### src/rtl/core/hcbp_pkg.sv
package hcbp_pkg;

  // fixed word width of the packed output
  localparam int WORD_BITS = 32;
  localparam int LEN_W     = 6;

  // operation codes on func
  localparam logic [1:0] FUNC_LOAD   = 2'd0;
  localparam logic [1:0] FUNC_ENCODE = 2'd1;
  localparam logic [1:0] FUNC_FINISH = 2'd2;

  // end symbol after reset
  localparam logic [7:0] END_SYMBOL_RST = 8'd3;

  // result queue depth and pointer widths
  localparam int OFIFO_DEPTH = 8;
  localparam int OFIFO_PTR_W = $clog2(OFIFO_DEPTH);
  localparam int OFIFO_CNT_W = OFIFO_PTR_W + 1;

  // one code table entry: clamped length and masked, right-aligned code
  typedef struct packed {
    logic [LEN_W-1:0]     len;
    logic [WORD_BITS-1:0] code;
  } entry_t;

  // one result item
  typedef struct packed {
    logic [WORD_BITS-1:0] word;
    logic                 last;
  } res_t;

  // results pushed into the queue in one cycle (0, 1 or 2)
  typedef struct packed {
    logic [1:0] cnt;
    res_t       r0;
    res_t       r1;
  } push_t;

  // build a table entry from a load item
  function automatic entry_t make_entry(input logic [WORD_BITS-1:0] code,
                                        input logic [LEN_W-1:0]     len);
    entry_t     e;
    logic [LEN_W-1:0] lc;
    logic [2*WORD_BITS-1:0] m;
    lc = (len > LEN_W'(WORD_BITS)) ? LEN_W'(WORD_BITS) : len;
    m  = ({{(2*WORD_BITS-1){1'b0}}, 1'b1} << lc) - {{(2*WORD_BITS-1){1'b0}}, 1'b1};
    e.len  = lc;
    e.code = code & m[WORD_BITS-1:0];
    return e;
  endfunction

endpackage

### src/rtl/core/hcbp_pack.sv
module hcbp_pack (
  input  logic             clk,
  input  logic             rst_n,
  input  logic             acc_en,
  input  logic [1:0]       acc_func,
  input  logic             acc_hit,
  input  hcbp_pkg::entry_t entry,
  output logic             busy,
  output hcbp_pkg::push_t  push
);

  localparam int W = hcbp_pkg::WORD_BITS;
  localparam int LW = hcbp_pkg::LEN_W;

  logic         vld_r;
  logic [1:0]   func_r;
  logic         hit_r;
  logic [W-1:0] acc_r, acc_nxt;
  logic [4:0]   fill_r, fill_nxt;

  logic [LW-1:0]  len;
  logic [2*W-1:0] acc64, shifted;
  logic [LW-1:0]  total;
  logic [4:0]     rem;
  logic           full;
  logic [W-1:0]   word_a, acc_a, rem_mask, pad;
  logic [LW-1:0]  pad_sh;

  // item stage, lines up with the table read
  always_ff @(posedge clk) begin
    if (!rst_n) begin
      vld_r <= 1'b0;
    end else begin
      vld_r <= acc_en;
    end
    func_r <= acc_func;
    hit_r  <= acc_hit;
  end

  assign busy = vld_r;

  // append the entry code to the pending bits
  always_comb begin
    len      = hit_r ? entry.len : '0;
    acc64    = ({{W{1'b0}}, acc_r} << len) | {{W{1'b0}}, (hit_r ? entry.code : '0)};
    total    = {1'b0, fill_r} + len;
    full     = total[5];
    rem      = total[4:0];
    shifted  = acc64 >> rem;
    word_a   = shifted[W-1:0];
    rem_mask = (W'(1) << rem) - W'(1);
    acc_a    = full ? (acc64[W-1:0] & rem_mask) : acc64[W-1:0];
    pad_sh   = LW'(W) - {1'b0, rem};
    pad      = acc_a << pad_sh;
  end

  // results and next packer state
  always_comb begin
    acc_nxt  = acc_r;
    fill_nxt = fill_r;
    push     = '0;
    push.r0.word = word_a;
    push.r1.word = pad;
    if (vld_r) begin
      case (func_r)
        hcbp_pkg::FUNC_ENCODE: begin
          acc_nxt  = acc_a;
          fill_nxt = rem;
          push.cnt = {1'b0, full};
        end
        hcbp_pkg::FUNC_FINISH: begin
          acc_nxt  = '0;
          fill_nxt = '0;
          if (full && rem != 5'd0) begin
            push.cnt     = 2'd2;
            push.r1.last = 1'b1;
          end else if (full) begin
            push.cnt     = 2'd1;
            push.r0.last = 1'b1;
          end else if (rem != 5'd0) begin
            push.cnt     = 2'd1;
            push.r0.word = pad;
            push.r0.last = 1'b1;
          end
        end
        default: begin
        end
      endcase
    end
  end

  always_ff @(posedge clk) begin
    if (!rst_n) begin
      acc_r  <= '0;
      fill_r <= '0;
    end else begin
      acc_r  <= acc_nxt;
      fill_r <= fill_nxt;
    end
  end

endmodule

### config.mk
export PLATFORM = sky130hd
export DESIGN_NAME = hcbp_pack
export DESIGN_NICKNAME = d
export VERILOG_FILES = /design/src/rtl/core/hcbp_pkg.sv /design/src/rtl/core/hcbp_pack.sv
export SDC_FILE = /design/constraint.sdc
export NUM_CORES = 1
export LEC_CHECK = 0
export BUFFER_PORTS_ARGS = -buffer_cell sky130_fd_sc_hd__buf_4
export CORE_ASPECT_RATIO = 0.9
export CORE_MARGIN = 5
export CORE_UTILIZATION = 40
export DETAILED_ROUTE_END_ITERATION = 8
export PLACE_DENSITY_LB_ADDON = 0.05
export SYNTH_ARGS = -nofsm -noshare
export SYNTH_HDL_FRONTEND = slang
export SYNTH_SLANG_ARGS = --single-unit
### constraint.sdc
create_clock -name clk -period 22.2 [get_ports clk]
set_clock_uncertainty 0.15 [all_clocks]
set_input_delay 2.22 -clock clk [delete_from_list [all_inputs] [get_ports clk]]
set_output_delay 2.22 -clock clk [all_outputs]
set_load 0.01 [all_outputs]
==> results.json <==
{
  "status": "finished clean",
  "port_buffers": 112,
  "fin_crit_ns": 12.38,
  "power.total_mw": 0.6515,
  "rrSetupSlack_ns": 14.82,
  "hold_ws_ns": 0.4084,
  "postSynthCellCount": 1780,
  "irDropWorstVdd_uv": 34.64,
  "cts_tree": "yes",
  "required_ns": 19.83,
  "post_synth_mux_area_share_pct": 19.79,
  "grt_pass1_wl_um": 102200,
  "grtUsageTotal_pct": 38.64,
  "crit_path_end_kind": "output port",
  "worstSetupEndpoint": "push[65]",
  "finalHoldViolCount": 0,
  "synth-compound-area-share_pct": 40.20,
  "finalSetupViolCount": 0,
  "crit_fanout": 70,
  "gp_congestion": 1.092,
  "synth_fa_ha_area_share_pct": 1.012,
  "dr.pass1.iters": 8,
  "critPathKind": "in -> out",
  "synthTopCellsByArea": "mux2i_1, mux4_2, dfxtp_1",
  "fill_cells": 3262,
  "synth.largest_area_cell": "mux2i_1",
  "drcViolationCount": 0,
  "cp-startpoint": "entry[33]",
  "clock_latency_ns": 0.28,
  "multiInputGateArea_sq_um": 10690,
  "antenna_found_initial": 0,
  "utilization_pct": 43.94,
  "avgSynthCellArea_sq_um": 6.948,
  "initial_core_util_pct": 40.31,
  "synth_area_sq_um": 12370,
  "yosysMostFrequentCell": "nand2_1",
  "wl_um": 70640,
  "worstHoldPathType": "reg -> reg",
  "die_area_sq_um": 34540,
  "rr_startpoint": "hit_r$_DFF_P_",
  "die_w_um": 195.4,
  "place_inst": 2163,
  "antenna_cells": 0,
  "post_cts_resized": 0,
  "max_cap_violations": 0,
  "syn_to_final_growth_pct": 9.013,
  "start_kind": "input pin",
  "cts_buffer_depth": 2,
  "drt_iter0_markers": 2812,
  "tns_ns": 0,
  "clk_pin_slew_ns": 0.06,
  "final-instance-count-excl-fill": 2171,
  "worst-r2r-cell-count": 17,
  "fmax_mhz": 80.75,
  "power.density_nw_per_um2": 48.32,
  "synth_fp_nets": 1834,
  "grt_pass1_vias": 14804,
  "via_per_inst": 7.539,
  "htreeDepth": 2,
  "die_h_um": 176.8,
  "yosys_warnings": 0,
  "p_leak_nw": 5.064,
  "synth-xor-area-share_pct": 0.4249,
  "synth_top_family_by_area": "compound AO/OA/AOI/OAI gates",
  "seq_area_frac_synth_pct": 6.636,
  "rsz0062_at_grt": "no",
  "cts_inserted_buffers": 5,
  "via_count": 16368,
  "drive_gt1_share_pct": 16.57,
  "grt_max_degree": 71,
  "synthArstFlopShare_pct": 0,
  "fp.coreArea_sq_um": 30680,
  "worstReg2RegEnd": "acc_r[25]$_SDFFE_PN0P_",
  "synth_commonest_cells": "nand2_1, nor2_1, mux2i_1",
  "ys.flop_type": "dfxtp_1",
  "yosys.area.top_type_share_pct": 9.712,
  "drv_slew": 0,
  "fin_nets": 1815,
  "relSlewSlack_pct": 19.05,
  "grt_overflow": 0,
  "cts-root-buf": "clkbuf_16",
  "cp.arrival_ns": 10.01,
  "clkSinkCount": 41,
  "io_pins": 113,
  "synth-seq-cells": 41,
  "rows": 61,
  "routedWlPerCell_um": 32.54,
  "dpl.hpwl_um": 53900,
  "postCtsHoldBufs": 0,
  "postRouteAntennaNets": 0,
  "ys_types": 103,
  "period_share_pct": 55.78,
  "regArea_sq_um": 822.0,
  "synth_simple_gate_area_share_pct": 24.55,
  "cts_setup_buffers": 0,
  "synth-edff-count": 0,
  "worst_slew_pin_slew_ns": 1.204
}
per-stage QoR:
step	worst slack (ns)	instance area (sq um)
2_1_floorplan	11.85	12370
3_3_place_gp	10.14	13310
3_5_place_dp	10.09	13310
4_1_cts	10.11	13480
5_1_grt	9.527	13480
6_report	9.817	13480
final cells by class:
class	instances	share of cell area, %
multi-input cells	1520	79.27
repair buffers	150	8.352
flip-flops and latches	41	6.097
well taps	409	3.795
inverters	43	1.206
clock buffers	7	1.058
clock inverters	1	0.2227
kinds of logic after synthesis:
| group | after synthesis |
|---|---|
| compound gates | 680 |
| simple gates | 633 |
| buf+inv | 219 |
| mux | 191 |
| flops | 41 |
| fa+ha+maj | 10 |
| xor+xnor | 6 |
worst max-delay path, stage by stage:
cell and delay (ns):
buf_4 0.30, nand2_1 0.65, xnor2_1 0.35, ha_4 0.26, nor2_1 0.33, nor3_4 0.12
or3_1 0.45, nand2_2 0.10, buf_4 0.64, inv_2 0.04, buf_4 0.32, ha_1 0.57
nor3_1 0.91, a21o_1 0.26, o211ai_1 0.10, a21boi_0 0.96, a211o_1 0.24, o31ai_1 0.11
a211o_1 0.33, a221oi_2 0.34, mux2_1 0.21, buf_4 0.12
per-layer routing:
layer / up-vias / track usage, % / share of wire, %
met5: - / 0 / 0
met4: 0 / 17.22 / 6.4
met3: 275 / 11.25 / 14
met2: 1372 / 54.56 / 39
met1: 7813 / 54.24 / 40
li1: 6908 / - / -
cells in the final DEF, fill, tap and decap left out, types with 34 or more instances in the layout:
cell / count
o211ai_1: 34
o21ai_0: 87
nand2_1: 195
mux4_2: 39
mux2i_1: 120
nor2_1: 175
nand3_1: 51
a211oi_1: 45
nor2b_1: 37
dfxtp_1: 40
a22oi_1: 50
o22ai_1: 42
nor3_1: 44
a21oi_1: 112
buf_4: 150
power breakdown:
group,switching (mW),leakage [nW],internal (mW)
clock,0.0299,0.0841,0.0562
sequential,0.00474,0.333,0.0755
combinational,0.321,4.65,0.164
total,0.356,5.06,0.296
sequential cells by signal, indices dropped and copies added (netlist names):
signal	flops
acc_r	32
busy	1
fill_r	5
func_r	2
hit_r	1
worst min path at each step:
stage	from	end	slack [ns]	cells past startpoint
CTS	fill_r[4]$_SDFFE_PN0P_	fill_r[4]$_SDFFE_PN0P_	0.41	2
global route	fill_r[4]$_SDFFE_PN0P_	fill_r[4]$_SDFFE_PN0P_	0.44	2
floorplan	fill_r[0]$_SDFFE_PN0P_	fill_r[0]$_SDFFE_PN0P_	0.34	2
detailed placement	fill_r[3]$_SDFFE_PN0P_	fill_r[3]$_SDFFE_PN0P_	0.39	2
finish	fill_r[4]$_SDFFE_PN0P_	fill_r[4]$_SDFFE_PN0P_	0.41	2
global placement	fill_r[4]$_SDFFE_PN0P_	fill_r[4]$_SDFFE_PN0P_	0.38	2
(Power assumes the default switching activity.)
