### config.mk
export PLATFORM = sky130hd
export DESIGN_NAME = hcbp_ofifo
export DESIGN_NICKNAME = d
export VERILOG_FILES = /design/src/rtl/core/hcbp_pkg.sv /design/src/rtl/core/hcbp_ofifo.sv
export SDC_FILE = /design/constraint.sdc
export NUM_CORES = 1
export LEC_CHECK = 0
export BUFFER_PORTS_ARGS = -buffer_cell sky130_fd_sc_hd__buf_2
export CAP_MARGIN = 15
export CORE_MARGIN = 4
export CORE_UTILIZATION = 52
export DETAILED_ROUTE_END_ITERATION = 12
export HOLD_SLACK_MARGIN = 0.05
export PLACE_DENSITY = 0.71
export RECOVER_POWER = 25
export SLEW_MARGIN = 20
export SYNTH_ARGS = -nofsm -noshare
export SYNTH_HDL_FRONTEND = slang
export SYNTH_SLANG_ARGS = --single-unit
### constraint.sdc
create_clock -name clk -period 4.4 [get_ports clk]
set_input_delay 0.66 -clock clk [delete_from_list [all_inputs] [get_ports clk]]
set_output_delay 0.66 -clock clk [all_outputs]
set_load 0.1 [all_outputs]
### src/rtl/core/hcbp_pkg.sv
package hcbp_pkg;

  // fixed word width of the packed output
  localparam int WORD_BITS = 32;
  localparam int LEN_W     = 6;

  // operation codes on func
  localparam logic [1:0] FUNC_LOAD   = 2'd0;
  localparam logic [1:0] FUNC_ENCODE = 2'd1;
  localparam logic [1:0] FUNC_FINISH = 2'd2;

  // end symbol after reset
  localparam logic [7:0] END_SYMBOL_RST = 8'd3;

  // result queue depth and pointer widths
  localparam int OFIFO_DEPTH = 8;
  localparam int OFIFO_PTR_W = $clog2(OFIFO_DEPTH);
  localparam int OFIFO_CNT_W = OFIFO_PTR_W + 1;

  // one code table entry: clamped length and masked, right-aligned code
  typedef struct packed {
    logic [LEN_W-1:0]     len;
    logic [WORD_BITS-1:0] code;
  } entry_t;

  // one result item
  typedef struct packed {
    logic [WORD_BITS-1:0] word;
    logic                 last;
  } res_t;

  // results pushed into the queue in one cycle (0, 1 or 2)
  typedef struct packed {
    logic [1:0] cnt;
    res_t       r0;
    res_t       r1;
  } push_t;

  // build a table entry from a load item
  function automatic entry_t make_entry(input logic [WORD_BITS-1:0] code,
                                        input logic [LEN_W-1:0]     len);
    entry_t     e;
    logic [LEN_W-1:0] lc;
    logic [2*WORD_BITS-1:0] m;
    lc = (len > LEN_W'(WORD_BITS)) ? LEN_W'(WORD_BITS) : len;
    m  = ({{(2*WORD_BITS-1){1'b0}}, 1'b1} << lc) - {{(2*WORD_BITS-1){1'b0}}, 1'b1};
    e.len  = lc;
    e.code = code & m[WORD_BITS-1:0];
    return e;
  endfunction

endpackage

### src/rtl/core/hcbp_ofifo.sv
module hcbp_ofifo (
  input  logic                              clk,
  input  logic                              rst_n,
  input  hcbp_pkg::push_t                   push,
  input  logic                              pop,
  output logic                              not_empty,
  output hcbp_pkg::res_t                    head,
  output logic [hcbp_pkg::OFIFO_CNT_W-1:0]  count
);

  localparam int PW = hcbp_pkg::OFIFO_PTR_W;
  localparam int CW = hcbp_pkg::OFIFO_CNT_W;

  hcbp_pkg::res_t mem [hcbp_pkg::OFIFO_DEPTH];
  logic [PW-1:0]  wp_r, rp_r;
  logic [CW-1:0]  cnt_r;
  logic [PW-1:0]  wp1;

  assign wp1 = wp_r + PW'(1);

  // up to two writes a cycle
  always_ff @(posedge clk) begin
    if (push.cnt != 2'd0) begin
      mem[wp_r] <= push.r0;
    end
    if (push.cnt == 2'd2) begin
      mem[wp1] <= push.r1;
    end
  end

  // pointers and fill level
  always_ff @(posedge clk) begin
    if (!rst_n) begin
      wp_r  <= '0;
      rp_r  <= '0;
      cnt_r <= '0;
    end else begin
      wp_r  <= wp_r + PW'(push.cnt);
      rp_r  <= rp_r + PW'(pop);
      cnt_r <= cnt_r + CW'(push.cnt) - CW'(pop);
    end
  end

  assign not_empty = (cnt_r != '0);
  assign head      = mem[rp_r];
  assign count     = cnt_r;

endmodule

==> results of run 1 <==
-- where the power goes --
group	switching, W	internal [W]	total (W)
Sequential	0.000101	0.00314	0.00324
Combinational	0.00116	0.000524	0.00169
Clock	0.000953	0.00120	0.00215
Total	0.00222	0.00486	0.00708
-- worst reg2reg max path: cells and delay by family (launching register included) --
| family | cells | cell delay (ns) |
|---|---|---|
| AOI/OAI and AO/OA | 1 | 1.66 |
| adders and majority gates | 1 | 0.43 |
| buffers and inverters | 1 | 0.51 |
| DFF | 1 | 0.40 |
| and+or+nand+nor | 1 | 0.32 |
-- Yosys cell counts, types with 3 or more instances --
master and number:
edfxtp_1 264, mux4_2 66, o21ai_0 5, inv_1 12
and2_1 7, mux2_2 284, ha_1 10, dfxtp_1 10
clkbuf_1 9, buf_2 28, mux2_4 8, buf_6 3
nand2_1 5, mux2_1 5
-- registers in the layout (all words and copies together) (netlist names) --
name,flops
wp_r,3
mem,264
count,4
rp_r,3
-- worst paths after layout --
path                end  slack, ns  cells past startpoint     start
max          mem[2][22]       0.75                      4   wp_r[1]
min             rp_r[1]       0.46                      2     rst_n
max reg2reg  mem[2][22]       0.75                      4   wp_r[1]
min reg2reg    count[3]       0.69                      4  count[3]
-- metrics by stage --
step / area [µm²] / instances / setup slack, ns / hold WS, ns
after floorplan: 13800 / 750 / 0.614 / 0.543
after global placement: 14800 / 1170 / 1.36 / 0.642
after detailed placement: 14800 / 1170 / 1.33 / 0.690
after CTS: 15600 / 1219 / 0.755 / 0.457
after global routing: 15500 / 1220 / 0.637 / 0.474
final: 15500 / 1220 / 0.751 / 0.462
-- logic make-up (layout without fill, tap and decap cells) --
family / after synthesis / count (layout) / synth area share, %
other: 0 / 1 / 0
AOI/OAI and AO/OA: 12 / 12 / 0.527
DFF: 274 / 274 / 59.1
buffers and inverters: 56 / 190 / 2.00
xor gates and xnor gates: 5 / 5 / 0.428
and+or+nand+nor: 27 / 27 / 1.36
muxes: 364 / 364 / 35.4
adders and majority gates: 12 / 12 / 1.20
-- per-layer routing --
| metal | vias up | routed length [µm] | part of all wire (%) |
|---|---|---|---|
| li1 | 3292 | - | - |
| met3 | 39 | 1950 | 6.1 |
| met2 | 235 | 16400 | 51 |
| met1 | 3944 | 13300 | 42 |
| met4 | 8 | 343 | 1.1 |
| met5 | - | 59 | 0.18 |
-- layout make-up --
class | instances | share of cell area [%]
Sequential cell | 274 | 52.5
Antenna cell | 1 | 0.0161
Clock inverter | 11 | 0.323
Timing Repair Buffer | 129 | 4.59
Clock buffer | 38 | 4.90
Inverter | 12 | 0.290
Multi-Input combinational cell | 420 | 34.7
Tap cell | 335 | 2.70
==> summary.txt, run 1 <==
Status: finished with violations
Failing checks: capacitance limit, slew limit
Area grow syn2layout: 12.7%
Crit-path max cell delay: 1.66 ns
Core area: 26100 µm²
Cts-stage hold buffer count: 0
Final period utilization: 82.9%
# port buffers: 108
Relative max-transition margin: -43.0%
Root Buffer: clkbuf_16
Main flop type after synthesis: edfxtp_1
GRT Util Overall: 22.1%
Yosys warning count: 0
Syn_area_per_cell: 18.3 µm²
Top cells by area, synth: edfxtp_1, mux2_2, mux4_2
Top-area cell type share of the netlist area: 57.6%
P per Cell Area: 457 nW/µm²
Std-Cell Rows: 59
Met3 Use GR: 3.54%
Routed wire length: 32.1 mm
First-pass GRT wire length: 48.9 mm
Count of state elements after synthesis: 274
Die Ht: 171 µm
M2 GR Usage: 38.1%
Min Tclk post-route: 3.65 ns
Sequential cell area: 8140 µm²
Overall power: 0.00708 W
DIE AREA: 29100 µm²
First drt pass iteration count: 5
H-tree Lvls: 1
Met1 Use GR: 30.5%
Class of the worst hold path: in -> reg
Routed WL per cell: 26.3 µm
CP top delay family: compound AO/OA/AOI/OAI gates
Num CTS Buffers: 29
LEAKAGE: 5.25 nW
F_max: 0.274 GHz
Multi-input logic area: 5380 µm²
Die width: 171 µm
VDD IR max: 474 µV
Post-synthesis cell count: 750
Worst-margin pin slew: 2.15 ns
Nets: 949
Most frequent cells in the layout: mux2_2, edfxtp_1, buf_2
CP Capture Type: flop
Vias in the first global route: 8195
Crit Path Class: reg -> reg
Iter 0 DRT Violations: 612
Post-CTS Setup Repair Bufs: 0
Crit start category: flop
CP Data Required Time: 4.61 ns
Worst path slowest cell: o22ai_1
CTS tree: yes
Clock transition at the registers of the reported paths: 0.06 ns
Initial antenna violation count: 5
# setup viols final: 0
ANT nets after route: 0
Final clock skew: 0.00531 ns
Clock Latency Late Sink: 0.53 ns
Vias/cell: 6.16
Placer Congestion: 0.785
DRC viols: 0
Fillers: 1939
Max-slew violations: 99
Critical path buffer and inverter count: 1
Ys async rst share: 0%
Largest net degree at the start of global routing: 68
Post-Syn Area: 13800 µm²
Setup TNS: 0 ns
Initial Util: 52.8%
Unrepaired setup endpoints after global routing: no
Yosys top cell by area: edfxtp_1
Post-Route Utilization: 59.5%
Post-synth EDFFs: 264
Final Hold Viols: 0
WP data arrival: 3.86 ns
Max Cap Violations: 6
Commonest non-fill, non-tap cell in the layout: mux2_2
Worst-path cell chain: ha_1 -> nand4b_1 -> o22ai_1 -> buf_4
Layout cells sized above 1: 60.2%
Synth cell types: 37
GR Overflow Total: 0
Post-CTS sizing: 0
Seq/Total Area, Yosys: 59.1%
Via count: 7518
# IOs: 109
Clk sinks: 274
Max clock buf depth: 3
Syn Nets: 833
Detail Placement HPWL: 18.5 mm
Crit Path Max Fanout: 15
Most Crowded Layer GR: met2
No activity file was read; power rests on OpenSTA's default activity.
==> run 2, diff against run 1 <==
clock period = 3.65 ns   (was 4.4 ns; I/O delays follow)
==> run 2 against run 1 <==
  * The run still ends with capacitance limit, slew limit left
  * First-iteration DRC count fell by 2.9%
  * Design area up 1.0%
  * Worst setup slack got worse by 0.46 ns
  * Sequential power up 20%
  * Clock power is 33% higher
  * Largest power group unchanged
==> summary.txt, run 2 (same netlist as run 1, synthesis figures left out) <==
Status: finished with violations
Failing checks: capacitance limit, slew limit
Die Ht: 171 µm
H-tree Lvls: 1
Crit Path Class: reg -> reg
Crit start category: flop
WP data arrival: 3.55 ns
Commonest non-fill, non-tap cell in the layout: mux2_2
GR Overflow Total: 0
Clk sinks: 274
# IOs: 109
Vias in the first global route: 8267
Relative max-transition margin: -5.05%
Fillers: 1965
Class of the worst hold path: in -> reg
CTS tree: yes
Std-Cell Rows: 59
Initial antenna violation count: 7
Cts-stage hold buffer count: 0
Placer Congestion: 0.749
Die width: 171 µm
Core area: 26100 µm²
Max Cap Violations: 2
Routed wire length: 32.9 mm
Final cell count without fillers: 1231
LEAKAGE: 5.29 nW
Placed insts: 1175
Layout cells sized above 1: 59.6%
Area grow syn2layout: 13.9%
Largest register FFs: 264
Final clock skew: 0.0157 ns
Nets: 954
Worst-path cell chain: ha_1 -> nor4b_1 -> nand2_2 -> o21ai_1 -> buf_4
Worst-margin pin slew: 1.57 ns
GRT Util Overall: 22.7%
Post-CTS sizing: 0
CP top delay family: compound AO/OA/AOI/OAI gates
Num CTS Buffers: 29
Root Buffer: clkbuf_16
P per Cell Area: 562 nW/µm²
Crit Path Max Fanout: 23
Largest net degree at the start of global routing: 41
Min Tclk post-route: 3.36 ns
F_max: 0.298 GHz
# setup viols final: 0
Iter 0 DRT Violations: 594
Max clock buf depth: 3
ANT nets after route: 0
Final period utilization: 92.0%
CP Capture Type: flop
CP Data Required Time: 3.84 ns
Vias/cell: 6.18
Worst path slowest cell: o21ai_1
Post-CTS Setup Repair Bufs: 0
VDD IR max: 551 µV
Max-slew violations: 12
Crit-path max cell delay: 0.85 ns
Largest reg by FF count: mem
Routed WL per cell: 26.7 µm
First drt pass iteration count: 4
Via count: 7603
Initial Util: 52.8%
Setup TNS: 0 ns
DRC viols: 0
Unrepaired setup endpoints after global routing: no
# port buffers: 108
First-pass GRT wire length: 49.6 mm
Critical path buffer and inverter count: 1
Clock transition at the registers of the reported paths: 0.06 ns
Most frequent cells in the layout: mux2_2, edfxtp_1, buf_2
Clock Latency Late Sink: 0.55 ns
Detail Placement HPWL: 18.9 mm
DIE AREA: 29100 µm²
Final Hold Viols: 0
## run 2: cell types whose count changed in the layout (fill, tap and decap cells not counted), sizes merged
cell / previous run / this run
clkinv: 10 / 16
bufinv: 0 / 3
clkbuf: 45 / 42
buf: 122 / 124
inv: 12 / 14
diode: 1 / 2
## run 2: worst register-to-register path, cell delays in order (launching register included)
cell	delay, ns
dfxtp_1	0.48
ha_1	0.35
nor4b_1	0.60
nand2_2	0.11
o21ai_1	0.85
buf_4	0.61
## run 2: path summary, 6_finish.rpt
check	start	endpoint	slack, ns	cells after the start
min	rst_n	rp_r[1]	0.34	2
max reg2reg	wp_r[1]	mem[5][15]	0.29	5
max	wp_r[1]	mem[5][15]	0.29	5
min reg2reg	count[3]	count[3]	0.71	4
## run 2: report_power, final
part           switching, W  internal, W  leakage (nW)
clock               0.00120      0.00166         0.449
sequential        0.0000987      0.00378          2.51
combinational       0.00144     0.000630          2.33
total               0.00274      0.00607          5.29
## run 2: metrics by stage
| stage | util, % | hold WS, ns | cell area, µm² | setup WS [ns] | power [W] |
|---|---|---|---|---|---|
| after floorplan | - | 0.543 | 13800 | 0.0119 | 0.00552 |
| after global placement | 57.0 | 0.648 | 14900 | 0.804 | 0.00599 |
| after detailed placement | 57.0 | 0.701 | 14900 | 0.720 | 0.00606 |
| after CTS | 60.5 | 0.323 | 15800 | 0.324 | 0.00891 |
| after global routing | 60.1 | 0.331 | 15700 | 0.176 | 0.00914 |
| final | 60.1 | 0.341 | 15700 | 0.290 | 0.00881 |
## run 2: final cells by class
class / count / area [µm²] / share of cell area, %
diodes: 2 / 5.00 / 0.0319
clock buffers: 32 / 737 / 4.70
clock inverters: 22 / 181 / 1.16
inverters: 12 / 45.0 / 0.287
multi-input cells: 420 / 5390 / 34.4
flip-flops and latches: 274 / 8140 / 51.9
well taps: 335 / 419 / 2.67
repair buffers: 134 / 763 / 4.87
## run 2: layer usage
layer	share of wire [%]	vias up	track usage (%)
met5	0.26	-	0
met4	1.9	14	5.14
met3	7.0	67	4.78
met2	50	236	38.4
met1	41	3982	30.4
li1	-	3304	-
==> run 3, diff against run 2 <==
REMOVE_ABC_BUFFERS = 1   (was unset)
==> run 3 against run 2 <==
  * The flow still finishes with violations (capacitance limit, slew limit)
  * Register-to-register slack improved by 0.14 ns
  * Combinational power about the same
  * Sequential power is essentially flat
  * Sequential cell count unchanged
  * Total power decreased by 0.89%
  * Fmax is 4.5% higher
  * Non-clock buffer count stayed put
  * Global-route usage fell by 0.30 points
  * Final cell count fell by 0.24%
  * Hold slack improved by 0.031 ns
  * Highest routed layer unchanged
  * Clock skew down 0.0037 ns
==> summary.txt, run 3 (same netlist as run 1, synthesis figures left out) <==
Status: finished with violations
Failing checks: capacitance limit, slew limit
Worst-margin pin slew: 1.91 ns
Post-CTS sizing: 0
Max-slew violations: 27
Overall power: 0.00873 W
Final Hold Viols: 0
Via count: 7574
# port buffers: 108
Max clock buf depth: 3
Post-CTS Setup Repair Bufs: 0
Clock transition at the registers of the reported paths: 0.06 ns
Largest net degree at the start of global routing: 34
Root Buffer: clkbuf_16
Iter 0 DRT Violations: 536
Multi-input logic area: 5370 µm²
R2R Path Start: wp_r[1]
Cts-stage hold buffer count: 0
Nets: 953
Fillers: 1929
P per Cell Area: 556 nW/µm²
Final clock skew: 0.0120 ns
Post-Route Utilization: 60.2%
GR Overflow Total: 0
Sequential cell area: 8140 µm²
VDD IR max: 562 µV
Commonest non-fill, non-tap cell in the layout: mux2_2
Clk sinks: 274
GRT Util Overall: 22.4%
Routed WL per cell: 26.1 µm
Core area: 26100 µm²
Setup TNS: 0 ns
Vias in the first global route: 8103
Hold Path Sink: rp_r[1]
Reg-to-reg endpoint: mem[2][32]
DIE AREA: 29100 µm²
Min Tclk post-route: 3.22 ns
WP data arrival: 3.45 ns
Die width: 171 µm
First drt pass iteration count: 5
Largest register FFs: 264
Num CTS Buffers: 28
# setup viols final: 0
Worst path slowest cell: o22ai_1
First-pass GRT wire length: 49.2 mm
Layout cells sized above 1: 60.4%
DRC viols: 0
Routed wire length: 32.1 mm
Most frequent cells in the layout: mux2_2, edfxtp_1, buf_2
Die Ht: 171 µm
LEAKAGE: 5.34 nW
Initial Util: 52.8%
Worst-path cell chain: ha_1 -> nand4b_1 -> o22ai_1 -> buf_12
R2R cell count: 4
Area grow syn2layout: 14.1%
Crit start category: flop
Detail Placement HPWL: 19.0 mm
H-tree Lvls: 1
Unrepaired setup endpoints after global routing: no
Hold Path Depth: 2
Beginning of the worst hold path: rst_n
Largest reg by FF count: mem
Clock Latency Late Sink: 0.54 ns
CP startpoint: wp_r[1]
F_max: 0.311 GHz
ANT nets after route: 0
Crit-path max cell delay: 1.49 ns
Max Cap Violations: 2
Final period utilization: 88.1%
Worst R2R Setup Slack: 0.43 ns
Vias/cell: 6.17
Placer Congestion: 0.809
CP Data Required Time: 3.89 ns
Crit Path Max Fanout: 20
Initial antenna violation count: 5
Std-Cell Rows: 59
Crit Path Class: reg -> reg
CTS tree: yes
CP Capture Type: flop
# IOs: 109
Class of the worst hold path: in -> reg
Relative max-transition margin: -27.5%
run 3: how the worst max path moves through the flow:
stage,endpoint,slack (ns),depth (start not counted)
floorplan,head[0],-0.86,2
global placement,head[18],0.97,4
detailed placement,mem[2][22],0.89,5
CTS,head[18],0.37,4
global route,mem[2][22],0.19,4
finish,mem[2][32],0.43,4
run 3: report_power, final:
group          internal (W)  switching, W  leakage (nW)
Clock               0.00162       0.00117         0.437
Combinational      0.000636       0.00142          2.39
Sequential          0.00379     0.0000970          2.51
Total               0.00604       0.00269          5.34
run 3: per-layer routing:
metal	GRT usage, %	wire length (µm)	vias up
li1	-	-	3306
met2	38.1	16200	248
met4	4.10	524	6
met5	0	32	-
met1	30.9	13400	3970
met3	3.81	1970	44
run 3: worst max-delay path, delay by kind of cell (launching register included):
kind                       cells  cell delay [ns]
DFF                            1             0.39
adders and majority gates      1             0.42
and+or+nand+nor                1             0.32
buffers and inverters          1             0.29
AOI/OAI and AO/OA              1             1.49
run 3: through the flow:
stage	std cells	hold slack, ns	area (µm²)	setup WS [ns]
2_1_floorplan	706	0.661	13500	-0.864
3_3_place_gp	1174	0.643	14900	0.968
3_5_place_dp	1175	0.690	14900	0.892
4_1_cts	1226	0.348	15800	0.375
5_1_grt	1227	0.371	15700	0.190
6_report	1228	0.372	15700	0.434
run 3: layout make-up:
class | instances | share of cell area, %
repair buffers | 134 | 5.28
multi-input cells | 420 | 34.2
well taps | 335 | 2.67
inverters | 12 | 0.287
flip-flops and latches | 274 | 51.8
clock buffers | 36 | 4.92
clock inverters | 15 | 0.757
diodes | 2 | 0.0319
